File: config.mk
export PLATFORM = sky130hd
export DESIGN_NAME = pfa_ram
export DESIGN_NICKNAME = d
export VERILOG_FILES = /design/src/hw/rtl/pfa_ram.sv
export SDC_FILE = /design/constraint.sdc
export NUM_CORES = 1
export LEC_CHECK = 0
export CAP_MARGIN = 20
export CORE_MARGIN = 2
export CORE_UTILIZATION = 50
export DETAILED_ROUTE_END_ITERATION = 10
export DONT_BUFFER_PORTS = 1
export PLACE_DENSITY = 0.69
export SYNTH_ARGS = -nofsm -noshare
export SYNTH_HDL_FRONTEND = slang
export SYNTH_SLANG_ARGS = --single-unit
File: constraint.sdc
create_clock -name clk_i -period 4.65 [get_ports clk_i]
set_input_delay 0.93 -clock clk_i [delete_from_list [all_inputs] [get_ports clk_i]]
set_output_delay 0.93 -clock clk_i [all_outputs]
set_load 0.05 [all_outputs]
File: src/hw/rtl/pfa_ram.sv
// Generic single-port-write, single-port-read RAM with registered read.
module pfa_ram #(
  parameter int unsigned WIDTH = 8,
  parameter int unsigned DEPTH = 16
) (
  input  logic                     clk_i,
  input  logic                     we_i,
  input  logic [$clog2(DEPTH)-1:0] waddr_i,
  input  logic [WIDTH-1:0]         wdata_i,
  input  logic [$clog2(DEPTH)-1:0] raddr_i,
  output logic [WIDTH-1:0]         rdata_o
);
  logic [WIDTH-1:0] mem_q [DEPTH];

  always_ff @(posedge clk_i) begin
    if (we_i) begin
      mem_q[waddr_i] <= wdata_i;
    end
    rdata_o <= mem_q[raddr_i];
  end
endmodule

Yosys cells after proc, flatten, opt, wreduce, memory -nomap -nowiden
Memory sizes are Yosys's and may differ from the RTL's. A register that Yosys moved wholly into a read port is not among the register bits.
Index checks and enable logic that the tools add are counted.
- RAM bits: 128
- memories: 1
- output and inout port bits: 8
- bits in registers: 0
- memory list (name ; depth ; bits a word ; rd ports ; clocked after memory_dff ; wr ports ; RTL line ; text):
    mem_q ; 16 ; 8 ; 1 ; 1 ; 1 ; 13 ; logic [WIDTH-1:0] mem_q [DEPTH];
- multiplexer cells: 2
- operator list (kind ; count):
    $mux 1 ; 2

Logic depth before layout (Yosys ltp)
Gate-level depths: netlist of the first run.
- word-level depth: 2
- mapped depth: 5
- depth with buffers taken out: 3

Least setup slack after synthesis of the first run
Ideal clock, no wire load.
- kind: input to register
- start: input waddr_i[2]
- end: memory mem_q[0][0], enable pin
- path buffers: 0
- stages: 2
- path slack: 2.227 ns
- data arrival time: 2.040 ns
- cell sequence: or3b_2 > nor3_1
- RTL lines (item ; RTL line ; text):
    start, declared ; 8 ; input logic [$clog2(DEPTH)-1:0] waddr_i,
    end, declared ; 13 ;
Straight into the memory's write port.

Worst setup path after layout of the first run
- start: register rdata_o[2], read port of mem_q
- end: output rdata_o[2]
- RTL lines (item ; RTL line ; text):
    start, declared ; 11 ; output logic [WIDTH-1:0] rdata_o
No word-level cell between the ends.

==> results of run 1 <==
## layout by cell type (no fill, tap or decap)
| cell | count |
|---|---|
| clkbuf_1 | 1 |
| nand2_1 | 9 |
| nor2_1 | 13 |
| and2_1 | 1 |
| dfxtp_1 | 8 |
| nor2b_1 | 1 |
| and2b_1 | 1 |
| mux4_2 | 18 |
| inv_6 | 1 |
| nand3_1 | 1 |
| clkinv_1 | 2 |
| clkinvlp_4 | 3 |
| clkbuf_16 | 16 |
| a22oi_1 | 16 |
| nand3b_1 | 2 |
| bufinv_16 | 5 |
| nand2b_1 | 2 |
| nor3_1 | 4 |
| edfxtp_1 | 128 |
| mux4_1 | 14 |
| clkbuf_8 | 1 |
| clkinv_2 | 3 |
| or3b_2 | 1 |
| buf_4 | 3 |
## worst reg2reg max path, cell delays in order, from the launching register on
cell	delay [ns]
edfxtp_1	0.39
mux4_2	0.50
a22oi_1	0.36
nand2_1	0.10
## sequential cells by signal, summed over array words and instances (netlist names)
register  count
mem_q       128
rdata_o       8
## layout make-up
type                    count  share of cell area [%]
clock buffers              18                   7.112
clock inverters            14                   3.471
multi-input cells          83                   17.99
flip-flops and latches    136                   68.14
well taps                 136                   2.896
repair buffers              3                  0.3833
## power groups by stage
| stage | Combinational (mW) | Sequential (mW) | Clock (mW) |
|---|---|---|---|
| finish | 0.0720 | 1.41 | 1.39 |
| floorplan | 0.0696 | 1.43 | 0 |
| CTS | 0.0730 | 1.41 | 1.41 |
| global placement | 0.0720 | 1.43 | 0 |
| detailed placement | 0.0728 | 1.43 | 0 |
| global route | 0.0773 | 1.41 | 1.46 |
## logic make-up after synthesis
family | after synthesis | synth area share, %
DFF | 136 | 77.78
and+or+nand+nor | 35 | 3.184
muxes | 32 | 15.02
AOI/OAI and AO/OA | 16 | 2.334
buffers and inverters | 10 | 1.677
## per-layer routing
metal	share of wire, %	GRT usage (%)	vias to the layer above
li1	-	-	996
met4	0.82	6.857	0
met3	5.5	4.886	4
met5	0	0	-
met1	45	26.72	1216
met2	49	27.14	60
## worst max-delay path by stage
stage	start	endpoint	depth (start not counted)
2_1_floorplan	waddr_i[2]	mem_q[0][0]	2
3_3_place_gp	waddr_i[2]	mem_q[0][0]	2
3_5_place_dp	waddr_i[2]	mem_q[0][4]	2
4_1_cts	rdata_o[2]	rdata_o[2]	0
5_1_grt	waddr_i[2]	mem_q[0][7]	2
6_report	rdata_o[2]	rdata_o[2]	0
## per-stage QoR
| step | setup WS, ns | power (mW) |
|---|---|---|
| after detailed placement | 2.070 | 1.507 |
| final | 2.593 | 2.869 |
| after floorplan | 2.227 | 1.500 |
| after global placement | 2.096 | 1.505 |
| after CTS | 2.562 | 2.894 |
| after global routing | 2.503 | 2.950 |
==> metrics.md, run 1 <==
| Metric | Value |
|---|---|
| Register area | `4004 sq um` |
| Syn. warnings | `0` |
| Ant diodes | `0` |
| Leakage power | `1.905 nW` |
| Die width | `105.5 um` |
| Layout Nets | `259` |
| Detailed Routing Iterations Pass 1 | `4` |
| Synthesis-stage register bit count | `136` |
| Most common cell in the netlist | `edfxtp_1` |
| Hold-critical path endpoint | `mem_q[0][5]` |
| EDFF count, synth | `128` |
| Area of the multi-input gates | `1057 sq um` |
| Core Rows | `37` |
| Postcts setup bufs | `0` |
| Worst-skew pair later-pin latency | `0.52 ns` |
| Crit end category | `output port` |
| Max_cap viols | `0` |
| Final WL | `9409 um` |
| Clock Power Share | `48.4%` |
| Relative slew margins | `32.43%` |
| RR Endpoint | `rdata_o[7]` |
| Netlist cell types | `19` |
| Layout Cells excl Fill | `390` |
| First-pass GRT wire length | `14330 um` |
| Most instantiated cells after synthesis | `edfxtp_1, mux4_2, a22oi_1` |
| Final core utilization | `57.95%` |
| H-tree depth | `4` |
| PwrDens | `488.3 nW/um^2` |
| Switching share of power | `18.83%` |
| Max VDD drop | `366.3 uV` |
| Internal power | `2.329 mW` |
| Core area | `10140 sq um` |
| TritonCTS buffer count | `17` |
| Crit-path max FO | `1` |
| Setup TNS | `0 ns` |
| CTS max path bufs | `2` |
| DRC | `0` |
| RSZ-0062 raised after global routing | `no` |
| Gpl congestion | `0.7200` |
| Initial antenna violation count | `0` |
| Post-route ant nets | `0` |
| Top cells by area, synth | `edfxtp_1, mux4_2, mux4_1, dfxtp_1, a22oi_1` |
| Top FF cell, synth | `edfxtp_1` |
| CP Launch Type | `flip-flop` |
| DP Area | `5254 sq um` |
| Worst slew pin tran | `1.010 ns` |
| Area leader, netlist | `edfxtp_1` |
| F_max | `0.4862 GHz` |
| Post-CTS resize count | `0` |
| Initial DRC Count | `183` |
| IO buf count | `0` |
| Final Max Tran Viols | `0` |
| Clk slew on worst S/H paths | `0.06 ns` |
| Logic pwr share | `2.5%` |
| Area delta synth->final | `14.15%` |
| Final instance area | `5876 sq um` |
| Final setup fails | `0` |
| Hold_buf cts | `0` |
| Die area | `11120 sq um` |
| Gr usage total | `18.40%` |
| Status | `complete, no violations` |
| Fill cell total of the finished layout | `709` |
| HP Start | `wdata_i[5]` |
| Asr flop ratio synth | `0%` |
| Sequential share of power | `49.1%` |
| Hold Path Class | `in2reg` |
| Fraction of layout cells with a size suffix above 1 | `20.08%` |
| Tmin final | `2.057 ns` |
| Clock net sink count | `136` |
| Setup Skew | `0.01311 ns` |
| Critical R2R Launch | `mem_q[3][7]` |
| Vias per inst | `5.836` |
| Data arrival at the endpoint of the critical path | `1.13 ns` |
| WHS | `0.5056 ns` |
| CTS Root Cell | `clkbuf_8` |
| Switching pwr | `540.1 uW` |
| Grt total ovfl | `0` |
| IO Count | `26` |
| Worst endpoint required time | `3.72 ns` |
| CTS tree | `done` |
| Mean Syn Cell Area | `22.48 sq um` |
| Mapped cell area | `5147 sq um` |
| Crit Path Class | `reg2out` |
| R2R Setup Slk | `3.18 ns` |
| Seq/Total Area, Yosys | `77.78%` |
| Initial Utilization | `50.77%` |
| Syn Nets | `247` |
| Hold Path Depth | `0` |
| Largest net degree at the start of global routing | `33` |
| Synth top area share | `74.67%` |
| R2R depth | `3` |
| Routed WL per cell | `24.13 um` |
| Final Cycle Share | `44.23%` |
| Post-placement cell count | `358` |
| Via Count | `2276` |
| Die height | `105.5 um` |
| Final Hold Vio Count | `0` |
| Final HPWL DP | `5819 um` |
| Vias in the first global route | `2306` |
| Post-Synthesis Cells | `229` |
Power figures use the tool's default switching activity.
==> run 2: changes to the inputs <==
--- a/config.mk
+++ b/config.mk
@@ -5,12 +5,13 @@
 export SDC_FILE = /design/constraint.sdc
 export NUM_CORES = 1
 export LEC_CHECK = 0
+export ABC_AREA = 1
 export CAP_MARGIN = 20
 export CORE_MARGIN = 2
 export CORE_UTILIZATION = 50
 export DETAILED_ROUTE_END_ITERATION = 10
 export DONT_BUFFER_PORTS = 1
-export PLACE_DENSITY = 0.69
+export PLACE_DENSITY = 0.72
 export SYNTH_ARGS = -nofsm -noshare
 export SYNTH_HDL_FRONTEND = slang
 export SYNTH_SLANG_ARGS = --single-unit
==> constraint.sdc (replaced) <==
create_clock -name clk_i -period 1.8 [get_ports clk_i]
set_input_delay 0.36 -clock clk_i [delete_from_list [all_inputs] [get_ports clk_i]]
set_output_delay 0.36 -clock clk_i [all_outputs]
set_load 0.05 [all_outputs]
==> metrics.md, run 2 <==
| Metric | Value |
|---|---|
| Status | `complete, no violations` |
| Setup TNS | `0 ns` |
| Detailed Routing Iterations Pass 1 | `4` |
| Die area | `12410 sq um` |
| First-pass GRT wire length | `19050 um` |
| Logic pwr share | `3.8%` |
| Fill cell total of the finished layout | `923` |
| Gr usage total | `20.75%` |
| Final HPWL DP | `7718 um` |
| Final WL | `12290 um` |
| Final setup fails | `0` |
| Commonest non-fill, non-tap cell in the layout | `nand2_1` |
| Crit-path max FO | `1` |
| CTS max path bufs | `2` |
| EDFF count, synth | `128` |
| Relative slew margins | `61.59%` |
| Synthesis-stage register bit count | `136` |
| Area leader, netlist | `edfxtp_1` |
| Most flops, register | `mem_q` |
| Postcts setup bufs | `0` |
| Die width | `111.4 um` |
| HP Start | `wdata_i[4]` |
| Final Cycle Share | `81.28%` |
| Most instantiated cells after synthesis | `nand2_1, edfxtp_1, inv_1` |
| IO Count | `26` |
| Top cells by area, synth | `edfxtp_1, nand2_1, nand3_1, inv_1, dfxtp_1` |
| Final Hold Vio Count | `0` |
| Area of the multi-input gates | `1214 sq um` |
| Largest net degree at the start of global routing | `66` |
| Setup Skew | `0.008344 ns` |
| Clock Power Share | `45.1%` |
| Vias per inst | `5.090` |
| Most frequent cells in the layout | `nand2_1, edfxtp_1, inv_1` |
| Core area | `11320 sq um` |
| Internal power | `5.538 mW` |
| Largest family of logic cells by synthesized area | `simple AND/OR/NAND/NOR gates` |
| Crit end category | `output port` |
| Crit. Startpoint | `rdata_o[3]` |
| Register area | `4004 sq um` |
| Mean Syn Cell Area | `10.47 sq um` |
| Switching pwr | `1.596 mW` |
| Syn. warnings | `0` |
| Most common cell in the netlist | `nand2_1` |
| Initial DRC Count | `325` |
| Vias in the first global route | `3501` |
| Synth top area share | `66.65%` |
| Post-placement cell count | `690` |
| Post-Synthesis Cells | `551` |
| Worst slew pin tran | `0.5753 ns` |
| Initial antenna violation count | `0` |
| Max FFs per register | `128` |
| CTS tree | `done` |
| Mapped cell area | `5767 sq um` |
| Biggest regs | `mem_q: 128 flops, rdata_o: 8 flops` |
| Adder-cell share of the synthesized area | `0%` |
| Grt total ovfl | `0` |
| Final Max Tran Viols | `0` |
| Worst endpoint required time | `1.44 ns` |
| Post-CTS resize count | `0` |
| Mux share of post-synthesis cell area | `0%` |
| Layout Cells excl Fill | `722` |
| Netlist cell types | `12` |
| F_max | `0.6835 GHz` |
| Layout Nets | `584` |
| XOR/XNOR share of the synthesized area | `0%` |
| IO buf count | `0` |
| Initial Utilization | `50.94%` |
| Post-route ant nets | `0` |
| Syn Nets | `569` |
| DRC | `0` |
| Clk slew on worst S/H paths | `0.06 ns` |
| Core Rows | `39` |
| Worst-skew pair later-pin latency | `0.42 ns` |
| Final WS setup | `0.3370 ns` |
| Max VDD drop | `539.7 uV` |
| Max_cap viols | `0` |
| Clock net sink count | `136` |
| Hold Path Class | `in2reg` |
| Via Count | `3675` |
| Leakage power | `2.777 nW` |
| Fraction of layout cells with a size suffix above 1 | `8.981%` |
| Setup WS pre-CTS | `0.4332 ns` |
| Hold_buf cts | `0` |
| Sequential share of power | `51.0%` |
| Synth Area in Compound Gates | `0%` |
| PwrDens | `1100 nW/um^2` |
| Die height | `111.4 um` |
| Area delta synth->final | `12.50%` |
| Seq/Total Area, Yosys | `69.43%` |
| CP Launch Type | `flip-flop` |
| Crit Path Class | `reg2out` |
| CTS Root Cell | `clkbuf_16` |
| Ant diodes | `0` |
| Data arrival at the endpoint of the critical path | `1.10 ns` |
| Routed WL per cell | `17.02 um` |
| Tmin final | `1.463 ns` |
| Critical R2R Launch | `mem_q[1][1]` |
| RSZ-0062 raised after global routing | `no` |
| H-tree depth | `4` |
| Switching share of power | `22.37%` |
| TritonCTS buffer count | `17` |
| Asr flop ratio synth | `0%` |
| Gpl congestion | `0.8794` |
| Simple-Gate Fraction of Synth Area | `21.05%` |
| Top FF cell, synth | `edfxtp_1` |
| Tot Pwr | `7.133 mW` |
run 2: final cells by class:
class	instances	area share (%)
multi-input cells	289	18.71
clock inverters	14	1.987
well taps	143	2.758
inverters	102	5.902
clock buffers	18	6.615
repair buffers	20	2.314
flip-flops and latches	136	61.72
run 2: power groups by stage:
stage | clock network [mW] | logic, mW | registers, mW
2_1_floorplan | 0 | 0.250 | 3.70
3_3_place_gp | 0 | 0.268 | 3.71
3_5_place_dp | 0 | 0.271 | 3.71
4_1_cts | 3.24 | 0.274 | 3.64
5_1_grt | 3.40 | 0.308 | 3.65
6_report | 3.22 | 0.273 | 3.64
run 2: per-stage QoR:
step / util (%) / hold WS (ns) / area (sq um)
2_1_floorplan: - / 0.4589 / 5767
3_3_place_gp: 52.38 / 0.4598 / 5929
3_5_place_dp: 52.38 / 0.4595 / 5929
4_1_cts: 57.31 / 0.02122 / 6487
5_1_grt: 57.31 / 0.01332 / 6487
6_report: 57.31 / 0.02969 / 6487
run 2: layer usage:
layer | up-vias | part of all wire (%) | GRT usage [%] | wire (um)
met3 | 13 | 7.2 | 6.151 | 884
li1 | 1802 | - | - | -
met4 | 0 | 1.2 | 7.078 | 146
met2 | 135 | 48 | 32.03 | 5947
met5 | - | 0 | 0 | 0
met1 | 1725 | 43 | 28.55 | 5311
run 2: path summary, 6_finish.rpt:
path | cells after the start | slack (ns) | to
worst max-delay path | 0 | 0.34 | rdata_o[3]
worst min-delay path | 0 | 0.03 | mem_q[4][4]
worst max register to register | 6 | 0.80 | rdata_o[1]
worst min register to register | 6 | 0.68 | rdata_o[4]
run 2: logic make-up after synthesis:
group	count (synthesis)
simple gates	289
buf+inv	126
flops	136
